### config.mk
export PLATFORM = sky130hd
export DESIGN_NAME = shuffled_play_order_core
export DESIGN_NICKNAME = d
export VERILOG_FILES = /design/src/spo_pkg.sv /design/src/shuffled_play_order_core.sv /design/src/spo_mod_unit.sv /design/src/spo_table.sv
export SDC_FILE = /design/constraint.sdc
export NUM_CORES = 2
export LEC_CHECK = 0
export ABC_AREA = 1
export BUFFER_PORTS_ARGS = -buffer_cell sky130_fd_sc_hd__buf_2
export CAP_MARGIN = 20
export CORE_ASPECT_RATIO = 1.25
export CORE_UTILIZATION = 48
export CTS_CLUSTER_SIZE = 12
export DETAILED_ROUTE_END_ITERATION = 7
export SLEW_MARGIN = 10
export SYNTH_ARGS = -nofsm -noshare
export SYNTH_HDL_FRONTEND = slang
export SYNTH_SLANG_ARGS = --single-unit
export TNS_END_PERCENT = 5
### constraint.sdc
create_clock -name clk -period 34.6 [get_ports clk]
set_input_delay 6.92 -clock clk [delete_from_list [all_inputs] [get_ports clk]]
set_output_delay 6.92 -clock clk [all_outputs]
set_load 0.05 [all_outputs]
### src/spo_pkg.sv
// Shared package of the shuffled play order core.
// Field widths, function codes, default depth and the table control struct.
// No dependencies.
`default_nettype none

package spo_pkg;

	localparam int MAX_ENTRIES_DEF = 256;
	localparam int CFG_W           = 9;
	localparam int RND_W           = 16;
	localparam int OUT_W           = 8;

	localparam logic FUNC_SHUFFLE = 1'b0;
	localparam logic FUNC_NEXT    = 1'b1;

	// table port control, top level to table
	typedef struct packed {
		logic rd_en;
		logic wr_en;
		logic restart;
	} tbl_ctl_t;

endpackage

`default_nettype wire

### src/shuffled_play_order_core.sv
// Shuffled play order core: permutation table with Fisher-Yates shuffle steps.
// Shuffle step: S_LAST on a round's first step, then S_DST, S_DIV (bit-serial modulo),
// S_RDJ, S_WR1, S_WR2, S_POST; j equal to n skips the swap, the last step adds fix-up.
// Next request: S_NDATA, then S_OUT; a count-of-one step goes S_LAST, S_OUT. One item at a time;
// the next request is taken once the result has moved to the output register.
// Reset is async, active low; after reset and every count write the table sweeps
`default_nettype none

module shuffled_play_order_core #(
	parameter int MAX_ENTRIES = spo_pkg::MAX_ENTRIES_DEF
) (
	input  wire logic                      clk,
	input  wire logic                      arst_n,
	// config write channel
	input  wire logic                      cfg_valid,
	output logic                           cfg_ready,
	input  wire logic [spo_pkg::CFG_W-1:0] entry_count,
	// request channel
	input  wire logic                      in_valid,
	output logic                           in_stall,
	input  wire logic                      func,
	input  wire logic [spo_pkg::RND_W-1:0] random_word,
	// result channel
	output logic                           out_valid,
	input  wire logic                      out_stall,
	output logic [spo_pkg::OUT_W-1:0]      entry,
	output logic [spo_pkg::OUT_W-1:0]      position,
	output logic                           round_end,
	output logic                           shuffle_done
);

	// identity order in, with in_stall high.

	// PW: table index / entry value width; CW: count width (holds MAX_ENTRIES)
	localparam int PW = $clog2(MAX_ENTRIES);
	localparam int CW = $clog2(MAX_ENTRIES + 1);
	localparam int RESET_COUNT = (MAX_ENTRIES < 256) ? MAX_ENTRIES : 256;
	localparam int OW = spo_pkg::OUT_W;

	typedef enum logic [12:0] {
		S_IDLE  = 13'b0000000000001,
		S_NDATA = 13'b0000000000010, // next request: table data arrives
		S_LAST  = 13'b0000000000100, // round start: old last entry arrives
		S_DST   = 13'b0000000001000, // kick the modulo unit
		S_DIV   = 13'b0000000010000, // wait for j
		S_RDJ   = 13'b0000000100000, // entry n arrives, read j
		S_WR1   = 13'b0000001000000, // entry j arrives, write slot n
		S_WR2   = 13'b0000010000000, // write slot j
		S_POST  = 13'b0000100000000, // step cursor or start fix-up check
		S_FX0   = 13'b0001000000000, // first entry arrives, compare
		S_FX1   = 13'b0010000000000, // middle entry arrives, write slot 0
		S_FX2   = 13'b0100000000000, // write middle slot
		S_OUT   = 13'b1000000000000  // hand result to output register
	} state_t;

	state_t          state_q;
	logic [CW-1:0]   count_q;
	logic [PW-1:0]   cursor_q;
	logic [PW-1:0]   old_last_q;
	logic [PW-1:0]   pos_q;
	logic            bf_q;
	logic [spo_pkg::RND_W-1:0] rnd_q;
	logic [PW-1:0]   j_q;
	logic [PW-1:0]   tmp_q;
	logic [PW-1:0]   res_entry_q;
	logic            res_done_q;

	logic            out_valid_q;
	logic [OW-1:0]   entry_q;
	logic [OW-1:0]   position_q;
	logic            round_end_q;
	logic            shuffle_done_q;

	spo_pkg::tbl_ctl_t tbl_ctl;
	logic [PW-1:0]   tbl_rd_addr;
	logic [PW-1:0]   tbl_wr_addr;
	logic [PW-1:0]   tbl_wr_data;
	logic [PW-1:0]   tbl_rd_data;
	logic            tbl_clearing;

	logic            div_start;
	logic            div_done;
	logic [CW-1:0]   div_rem;

	logic            cfg_wr;
	logic            in_acc;
	logic            out_load;
	logic [CW-1:0]   cfg_clamped;
	logic [CW-1:0]   pos_inc;
	logic [PW-1:0]   pos_next;
	logic [PW-1:0]   last_idx;
	logic [PW-1:0]   mid_idx;
	logic            is_last;
	logic [PW+OW-1:0] entry_ext;
	logic [PW+OW-1:0] pos_ext;

	assign cfg_ready = 1'b1;
	assign cfg_wr    = cfg_valid && cfg_ready;
	assign in_stall  = (state_q != S_IDLE) || tbl_clearing;
	assign in_acc    = in_valid && !in_stall;
	assign out_load  = (state_q == S_OUT) && (!out_valid_q || !out_stall);

	// count register: 0 reads as 1, anything above the table depth as the depth
	always_comb begin
		if (entry_count == '0) begin
			cfg_clamped = CW'(1);
		end else if (32'(entry_count) > 32'(MAX_ENTRIES)) begin
			cfg_clamped = CW'(MAX_ENTRIES);
		end else begin
			cfg_clamped = CW'(entry_count);
		end
	end

	assign last_idx = PW'(count_q - CW'(1));
	assign mid_idx  = PW'(count_q >> 1);
	assign pos_inc  = CW'(pos_q) + CW'(1);
	// play position advance; the first advance after reset or a count write lands on 0
	assign pos_next = (bf_q || (pos_inc == count_q)) ? '0 : PW'(pos_inc);
	assign is_last  = !bf_q && (CW'(pos_q) == (count_q - CW'(1)));

	// table port steering
	always_comb begin
		tbl_ctl         = '0;
		tbl_ctl.restart = cfg_wr;
		tbl_rd_addr     = cursor_q;
		tbl_wr_addr     = cursor_q;
		tbl_wr_data     = tmp_q;
		case (state_q)
			S_IDLE: begin
				tbl_ctl.rd_en = in_acc;
				tbl_rd_addr   = (func == spo_pkg::FUNC_NEXT) ? pos_next : last_idx;
			end
			S_DIV: begin
				tbl_ctl.rd_en = div_done;
				tbl_rd_addr   = cursor_q;
			end
			S_RDJ: begin
				tbl_ctl.rd_en = 1'b1;
				tbl_rd_addr   = j_q;
			end
			S_WR1: begin
				tbl_ctl.wr_en = 1'b1;
				tbl_wr_addr   = cursor_q;
				tbl_wr_data   = tbl_rd_data;
			end
			S_WR2: begin
				tbl_ctl.wr_en = 1'b1;
				tbl_wr_addr   = j_q;
				tbl_wr_data   = tmp_q;
			end
			S_POST: begin
				tbl_ctl.rd_en = (cursor_q <= PW'(1));
				tbl_rd_addr   = '0;
			end
			S_FX0: begin
				tbl_ctl.rd_en = 1'b1;
				tbl_rd_addr   = mid_idx;
			end
			S_FX1: begin
				tbl_ctl.wr_en = 1'b1;
				tbl_wr_addr   = '0;
				tbl_wr_data   = tbl_rd_data;
			end
			S_FX2: begin
				// slot 0 held the old last entry, so that is what moves to the middle
				tbl_ctl.wr_en = 1'b1;
				tbl_wr_addr   = mid_idx;
				tbl_wr_data   = old_last_q;
			end
			default: begin
				tbl_ctl.rd_en = 1'b0;
			end
		endcase
	end

	assign div_start = (state_q == S_DST);

	// sequencer
	always_ff @(posedge clk or negedge arst_n) begin
		if (!arst_n) begin
			state_q    <= S_IDLE;
			count_q    <= CW'(RESET_COUNT);
			cursor_q   <= '0;
			old_last_q <= '0;
			pos_q      <= '0;
			bf_q       <= 1'b1;
		end else if (cfg_wr) begin
			// new count: identity order, rewind, drop any running round
			state_q  <= S_IDLE;
			count_q  <= cfg_clamped;
			cursor_q <= '0;
			pos_q    <= '0;
			bf_q     <= 1'b1;
		end else begin
			case (state_q)
				S_IDLE: begin
					if (in_acc) begin
						if (func == spo_pkg::FUNC_NEXT) begin
							pos_q   <= pos_next;
							bf_q    <= 1'b0;
							state_q <= S_NDATA;
						end else if (cursor_q == '0) begin
							state_q <= S_LAST;
						end else begin
							state_q <= S_DST;
						end
					end
				end
				S_NDATA: begin
					state_q <= S_OUT;
				end
				S_LAST: begin
					old_last_q <= tbl_rd_data;
					if (count_q < CW'(2)) begin
						// single entry: round is over at once
						state_q <= S_OUT;
					end else begin
						cursor_q <= last_idx;
						state_q  <= S_DST;
					end
				end
				S_DST: begin
					state_q <= S_DIV;
				end
				S_DIV: begin
					if (div_done) begin
						state_q <= (PW'(div_rem) == cursor_q) ? S_POST : S_RDJ;
					end
				end
				S_RDJ: begin
					state_q <= S_WR1;
				end
				S_WR1: begin
					state_q <= S_WR2;
				end
				S_WR2: begin
					state_q <= S_POST;
				end
				S_POST: begin
					if (cursor_q > PW'(1)) begin
						cursor_q <= cursor_q - PW'(1);
						state_q  <= S_OUT;
					end else begin
						cursor_q <= '0;
						state_q  <= S_FX0;
					end
				end
				S_FX0: begin
					state_q <= (tbl_rd_data == old_last_q) ? S_FX1 : S_OUT;
				end
				S_FX1: begin
					state_q <= S_FX2;
				end
				S_FX2: begin
					state_q <= S_OUT;
				end
				S_OUT: begin
					if (out_load) begin
						state_q <= S_IDLE;
					end
				end
				default: begin
					state_q <= S_IDLE;
				end
			endcase
		end
	end

	// working data, no reset needed
	always_ff @(posedge clk) begin
		if (in_acc) begin
			rnd_q       <= random_word;
			res_entry_q <= '0;
			res_done_q  <= 1'b0;
		end
		if (div_done) begin
			j_q <= PW'(div_rem);
		end
		case (state_q)
			S_NDATA: res_entry_q <= tbl_rd_data;
			S_LAST:  res_done_q  <= (count_q < CW'(2));
			S_RDJ:   tmp_q       <= tbl_rd_data;
			S_POST:  res_done_q  <= (cursor_q <= PW'(1));
			default: begin
			end
		endcase
	end

	// output register: lets the next request start while a result waits
	assign entry_ext = {{OW{1'b0}}, res_entry_q};
	assign pos_ext   = {{OW{1'b0}}, pos_q};

	always_ff @(posedge clk or negedge arst_n) begin
		if (!arst_n) begin
			out_valid_q <= 1'b0;
		end else if (out_load) begin
			out_valid_q <= 1'b1;
		end else if (!out_stall) begin
			out_valid_q <= 1'b0;
		end
	end

	always_ff @(posedge clk) begin
		if (out_load) begin
			entry_q        <= entry_ext[OW-1:0];
			position_q     <= pos_ext[OW-1:0];
			round_end_q    <= is_last;
			shuffle_done_q <= res_done_q;
		end
	end

	assign out_valid    = out_valid_q;
	assign entry        = entry_q;
	assign position     = position_q;
	assign round_end    = round_end_q;
	assign shuffle_done = shuffle_done_q;

	spo_table #(
		.DEPTH (MAX_ENTRIES),
		.AW    (PW)
	) u_table (
		.clk      (clk),
		.arst_n   (arst_n),
		.ctl      (tbl_ctl),
		.rd_addr  (tbl_rd_addr),
		.wr_addr  (tbl_wr_addr),
		.wr_data  (tbl_wr_data),
		.rd_data  (tbl_rd_data),
		.clearing (tbl_clearing)
	);

	// j = random_word mod (n + 1)
	spo_mod_unit #(
		.DIV_W (CW),
		.NUM_W (spo_pkg::RND_W)
	) u_mod (
		.clk       (clk),
		.arst_n    (arst_n),
		.start     (div_start),
		.dividend  (rnd_q),
		.divisor   (CW'(cursor_q) + CW'(1)),
		.done      (div_done),
		.remainder (div_rem)
	);

`ifndef SYNTHESIS
	a_cursor_range: assert property (@(posedge clk) disable iff (!arst_n)
		CW'(cursor_q) < count_q)
		else $error("swap cursor beyond entry count");

	a_pos_range: assert property (@(posedge clk) disable iff (!arst_n)
		CW'(pos_q) < count_q)
		else $error("play position beyond entry count");

	a_div_owner: assert property (@(posedge clk) disable iff (!arst_n)
		div_done |-> (state_q == S_DIV))
		else $error("modulo result outside wait state");

	a_busy_after_accept: assert property (@(posedge clk) disable iff (!arst_n)
		(in_acc && !cfg_wr) |=> in_stall)
		else $error("request taken without going busy");
`endif

endmodule

`default_nettype wire

### src/spo_mod_unit.sv
// Bit-serial remainder unit: dividend mod divisor, one dividend bit per cycle.
// Uses no package items; instantiated by the top level.
`default_nettype none

module spo_mod_unit #(
	parameter int DIV_W = 9,
	parameter int NUM_W = 16
) (
	input  wire logic             clk,
	input  wire logic             arst_n,
	input  wire logic             start,
	input  wire logic [NUM_W-1:0] dividend,
	input  wire logic [DIV_W-1:0] divisor,
	output logic                  done,
	output logic [DIV_W-1:0]      remainder
);

	localparam int CNT_W = (NUM_W > 1) ? $clog2(NUM_W) : 1;

	logic [NUM_W-1:0] num_q;
	logic [DIV_W-1:0] rem_q;
	logic [CNT_W-1:0] cnt_q;
	logic             run_q;
	logic             done_q;
	logic [DIV_W:0]   trial;
	logic [DIV_W:0]   diff;

	// partial remainder stays below divisor, so trial < 2 * divisor
	assign trial = {rem_q, num_q[NUM_W-1]};
	assign diff  = trial - {1'b0, divisor};

	always_ff @(posedge clk or negedge arst_n) begin
		if (!arst_n) begin
			run_q  <= 1'b0;
			done_q <= 1'b0;
			cnt_q  <= '0;
		end else begin
			done_q <= 1'b0;
			if (start) begin
				run_q <= 1'b1;
				cnt_q <= '0;
			end else if (run_q) begin
				cnt_q <= cnt_q + CNT_W'(1);
				if (cnt_q == CNT_W'(NUM_W - 1)) begin
					run_q  <= 1'b0;
					done_q <= 1'b1;
				end
			end
		end
	end

	always_ff @(posedge clk) begin
		if (start) begin
			num_q <= dividend;
			rem_q <= '0;
		end else if (run_q) begin
			num_q <= {num_q[NUM_W-2:0], 1'b0};
			if (trial >= {1'b0, divisor}) begin
				rem_q <= diff[DIV_W-1:0];
			end else begin
				rem_q <= trial[DIV_W-1:0];
			end
		end
	end

	assign done      = done_q;
	assign remainder = rem_q;

endmodule

`default_nettype wire

### src/spo_table.sv
// Order table memory with one write and one registered read port.
// Sweeps identity order in after reset or a restart. Uses spo_pkg::tbl_ctl_t.
`default_nettype none

module spo_table #(
	parameter int DEPTH = spo_pkg::MAX_ENTRIES_DEF,
	parameter int AW    = $clog2(DEPTH)
) (
	input  wire logic              clk,
	input  wire logic              arst_n,
	input  wire spo_pkg::tbl_ctl_t ctl,
	input  wire logic [AW-1:0]     rd_addr,
	input  wire logic [AW-1:0]     wr_addr,
	input  wire logic [AW-1:0]     wr_data,
	output logic [AW-1:0]          rd_data,
	output logic                   clearing
);

	logic [AW-1:0] mem [DEPTH];
	logic [AW-1:0] rd_q;
	logic [AW-1:0] clr_q;
	logic          clearing_q;

	always_ff @(posedge clk or negedge arst_n) begin
		if (!arst_n) begin
			clearing_q <= 1'b1;
			clr_q      <= '0;
		end else if (ctl.restart) begin
			clearing_q <= 1'b1;
			clr_q      <= '0;
		end else if (clearing_q) begin
			clr_q <= clr_q + AW'(1);
			if (clr_q == AW'(DEPTH - 1)) begin
				clearing_q <= 1'b0;
			end
		end
	end

	always_ff @(posedge clk) begin
		if (clearing_q) begin
			mem[clr_q] <= clr_q;
		end else if (ctl.wr_en) begin
			mem[wr_addr] <= wr_data;
		end
		if (ctl.rd_en) begin
			rd_q <= mem[rd_addr];
		end
	end

	assign rd_data  = rd_q;
	assign clearing = clearing_q;

endmodule

`default_nettype wire

[Yosys cells after proc, flatten, opt, wreduce, memory -nomap -nowiden]
Memories as Yosys holds them, arrays and structs flattened. A register that Yosys moved wholly into a read port is not among the register bits.
Cells that the tools add are included.
Storage, ports and cells
  memories kept: 1
  register bits: 147
  bits in writable memories: 2048
  input port bits: 31
  word-level logic and storage cells: 153
Memories
  u_table.mem: depth 256, width 8, read ports 1, clocked after memory_dff 1, write ports 1, RTL line spo_table.sv:19  | logic [AW-1:0] mem [DEPTH];
Cells by class
  order comparisons: 5
  equality and inequality tests: 25
  reductions and logical operators: 29
  bitwise gates (word level): 1
  multiplexer cells: 62
  add/sub/neg operators: 7
Operator list (count)
  $pmux W13 S12: 1
  $mux W8: 15
  $mux W13: 7
  $mux W9: 4
  $mux W16: 2
  $pmux W8 S2: 2
  $pmux W8 S4: 1
  $pmux W8 S3: 1
  $mux W1: 23
  $add A8 B1 Y9 const B: 2
  $eq A8 B8 Y1: 2
  $mux W4: 4
  $eq A13 B1 Y1 const B: 1
  $eq A13 B10 Y1 const B: 1
  $eq A13 B11 Y1 const B: 1
  $eq A13 B12 Y1 const B: 1
  $eq A13 B13 Y1 const B: 1
  $eq A13 B2 Y1 const B: 1
  $eq A13 B3 Y1 const B: 1
  $eq A13 B4 Y1 const B: 1
  $eq A13 B5 Y1 const B: 1
  $eq A13 B6 Y1 const B: 1
  $eq A13 B7 Y1 const B: 1
  $eq A13 B8 Y1 const B: 1
  other kinds (34): 53

[Longest topological paths before layout]
  depth in word-level cells: 8
  mapped depth: 28
  mapped depth without buffers: 26

[Cells and area by module]
Synthesis repeated with hierarchy kept, for this count alone.
Second synthesis, totals
  cells, all modules: 7996
  area total of the unflattened synthesis: 91861.9 µm²
By module, submodules not included
  spo_table: times used 1, area each 84185.7 µm², cells an instance 7096
  shuffled_play_order_core: times used 1, area each 5785.5 µm², cells an instance 657
  spo_mod_unit: times used 1, area each 1890.6 µm², cells an instance 243

[Worst setup path before layout]
No wires, ideal clock.
  path type: reg-to-reg
  start point: register state_q[0]
  end point: memory u_table.mem[0][0] (netlist bit), data pin
  setup time: 2188 ps
  data arrival time: 11601 ps
  slack: 20810 ps
  buffers on the path: 0
  clock period less this slack: 13790 ps
  data required time: 32412 ps
  stages on the path, launching flop included: 13
  cell sequence: dfstp_2 > nor2_1 > inv_2 > nor2_4 > nand2_2 > nor2_2 > inv_2 > nor2_1 > inv_1 > nand2_1 > nor2_1 > a221oi_1 > o21ai_0
Between the ends
  word-level cells in the longest chain between the ends: 8
Ends and longest elaborated chain
  start, declared: RTL line shuffled_play_order_core.sv:56  | state_t state_q;
  start signal, assigned: RTL line shuffled_play_order_core.sv:227  | state_q <= (PW'(div_rem) == cursor_q) ? S_POST : S_RDJ;
  start signal, assigned: RTL line shuffled_play_order_core.sv:249  | state_q <= (tbl_rd_data == old_last_q) ? S_FX1 : S_OUT;
  $eq A13 B12 Y1 (tied with other cells): RTL line shuffled_play_order_core.sv:128  | case (state_q)
  $reduce_or A4 Y1 (no source line)
  $mux W1: RTL line shuffled_play_order_core.sv:128
  $mux W1: RTL line spo_table.sv:42  | end else if (ctl.wr_en) begin
  $mux W1: RTL line spo_table.sv:40  | if (clearing_q) begin
  $mux W1 (implied by the code): RTL line spo_table.sv:43  | mem[wr_addr] <= wr_data;
  $reduce_or A8 Y1 (no source line)
  $mux W8 (no source line) *
  end, declared: RTL line spo_table.sv:19
Mark *: on every way between the ends. The rest lies on a longest branch, timed or not.

[Final worst setup path]
  start point: input func
  end point: register u_table.rd_q[1] (netlist: u_table.rd_data[1]), read port of u_table.mem, data pin
Between the ends
  word-level cells in the longest chain between the ends: 2
Ends and longest elaborated chain
  start, declared: RTL line shuffled_play_order_core.sv:21  | input wire logic func,
  $mux W8: RTL line shuffled_play_order_core.sv:131  | tbl_rd_addr = (func == spo_pkg::FUNC_NEXT) ? pos_next : last_idx;
  $pmux W8 S4: RTL line shuffled_play_order_core.sv:128
  end, declared: RTL line spo_table.sv:20  | logic [AW-1:0] rd_q;
Every way passes these cells.
A chain may end at the register's enable or synchronous reset.

==> run metrics <==
Starting Density=48.3%; Reg clk slew, reported paths=0.06 ns; Mapped Area=98100 sq um; period utilisation layout=34.8%; drt total wl=276 mm; Crit. End Element=register; DR iter-0 viols=7258; crit path max fanout=102; status=completed; CTS root buf=clkbuf_16; worst rel slew slack=20.5%; clock sink count=2203; vias=66400; Yosys reg bits=2203; setup TNS=0 ns; H-tree Lvls=4; Placer Congestion=0.906; filler instances=17800; Clk Latency, worst-skew pair=0.87 ns; Final setup viols=0; Leak=40.9 nW; Synthesized Nets=9082; Synth cell types=57; Residual DRC=0; crit path kind=in -> reg; Final Max Tran Viols=0; layout cells sized above 1=5.25%; first-pass GRT wire length=412 mm; Clock Skews=0.0351 ns; Least-Margin Pin Slew=1.19 ns; die footprint=206000 sq um; Register Area=65800 sq um; pin count of the biggest net entering global routing=194; Worst EP arrival=12.68 ns; Die X-Extent=406 um; Seq/Total Area, Yosys=67.0%; Yosys Warn Count=0; Max rail drop VDD=0.110 mV; Die H=507 um; global route total overflow=0; area of the multi-input gates=25300 sq um; fmax=83.0 MHz; Rows=185; via-per-instance ratio=5.69; Final Total Pwr=8.13 mW; hpwl dp=155 mm; CP required=35.23 ns; CTS tree=done; core area=203000 sq um; GR Util All Layers=26.6%; Resized cells post-CTS=0; Area growth syn-to-layout=8.21%; initial antenna violation count=6; Worst Hold Class=reg -> reg; RSZ-0062 raised after global routing=false; PortBufs=50; Top Ports=52; most frequent cells in the layout=edfxtp_1, nand2_1, nand3_1; commonest non-fill, non-tap cell in the layout=edfxtp_1; post-route minimum period=12.06 ns; final hold viol count=0; cts bufs inserted=215; Critical Path Start Type=input port; deepest clock path buffer count=3; Synth Instances=9034; Mean Syn Cell Area=10.9 sq um; Final ANT Viol Nets=0; # Post-CTS Setup Buffers=0; TritonRoute pass-1 iters=6; max capacitance violation total=0; WL per Instance=23.6 um; vias in the first global route=63500; # hold bufs at CTS=0; nets=8879; Power Density=76.5 nW/um^2
==> synth_stat cells, drive strengths merged <==
cell / number / area share, %
edfxtp: 2131 / 65
nand2: 1957 / 7.5
nand3: 1842 / 9.4
inv: 1122 / 4.3
nand3b: 562 / 4.3
buf: 433 / 2.6
nor2: 381 / 1.5
clkbuf: 138 / 0.53
o211ai: 121 / 0.93
dfrtp: 59 / 1.5
o21ai: 50 / 0.26
a21oi: 42 / 0.23
xor2: 30 / 0.27
nor3: 28 / 0.16
ha: 16 / 0.20
o22ai: 16 / 0.10
nor4: 15 / 0.096
a221oi: 13 / 0.12
xnor2: 13 / 0.12
nand4: 12 / 0.077
dfxtp: 9 / 0.18
a22oi: 8 / 0.066
a31oi: 7 / 0.051
o31ai: 6 / 0.046
dfstp: 4 / 0.11
clkinv: 3 / 0.011
or2: 3 / 0.019
a211oi: 2 / 0.015
o2111ai: 2 / 0.018
a2111oi: 1 / 0.0089
a221o: 1 / 0.010
a32oi: 1 / 0.0089
and2: 1 / 0.0064
and3: 1 / 0.0064
conb: 1 / 0.0038
fa: 1 / 0.020
o21bai: 1 / 0.011
o221a: 1 / 0.011
==> where the power goes <==
part	internal (mW)	total (mW)	leakage, nW	switching (mW)
clock network	1.18	2.17	3.03	0.987
registers	2.94	2.96	20.0	0.0211
logic	0.773	3.00	17.8	2.23
==> state kept, by name, indices dropped and copies added (netlist names), 9 cells and up <==
register,flops
count_q,9
state_q,13
u_mod.num_q,16
u_table.mem,2048
rnd_q,16
u_mod.remainder,9
==> metrics by stage <==
step	instance area, sq um	worst slack [ns]	util [%]	std cells	hold slack, ns
floorplan	98100	20.81	-	9034	0.400
global placement	99800	21.87	49.1	11300	0.410
detailed placement	99800	21.79	49.1	11300	0.408
CTS	106000	22.69	52.2	11700	0.424
global route	106000	22.30	52.2	11700	0.433
finish	106000	22.54	52.2	11700	0.422
==> worst max-delay path, stage by stage <==
cell and delay [ns]:
buf_2 0.18, inv_1 0.17, a21oi_1 0.09, nand2_1 0.18
nand2_8 0.34, nand2_8 0.70, buf_4 0.73, buf_4 0.87
buf_4 0.90, nand2_1 0.13, nand3_1 0.12, nand3_1 0.12
nand3_1 0.18, nand3_1 0.12, nand3_1 0.10, nand3_1 0.21
nand3_1 0.21, nand2_1 0.06
==> routing by layer <==
layer,vias up,share of wire [%],global-route usage [%]
met5,-,0,0
met4,0,4.2,10.9
met3,564,7.4,3.84
met2,2833,48,43.3
met1,32600,41,35.8
li1,30400,-,-
==> final cells by class <==
class,instances,share of cell area [%]
inverters,1125,3.99
flip-flops and latches,2203,61.9
well taps,2711,3.19
repair buffers,151,1.14
diodes,5,0.0118
clock inverters,55,0.404
clock buffers,295,5.49
multi-input cells,5135,23.8
==> cells by family (layout without fill, tap and decap cells) <==
family	after synthesis	in the layout	share of synthesized area [%]
other	1	6	0.00382
AND/OR/NAND/NOR	4802	4802	23.1
buffers and inverters	1696	1626	7.41
AO/OA/AOI/OAI	272	272	1.88
XOR/XNOR	43	43	0.384
flip-flops	2203	2203	67.0
adder cells (fa/ha/maj)	17	17	0.224
==> final timing paths <==
kind	slack (ns)	cells past startpoint	to	startpoint
worst max register to register	27.05	21	u_table.rd_data[1]	state_q[11]
max in group asynchronous	27.74	2	u_mod.cnt_q[1]	arst_n
worst min register to register	0.42	0	entry[2]	res_entry_q[2]
worst min-delay path	0.42	0	entry[2]	res_entry_q[2]
worst max-delay path	22.54	18	u_table.rd_data[1]	func
min in group asynchronous	6.24	2	pos_q[1]	arst_n
Power figures use the tool's default switching activity.
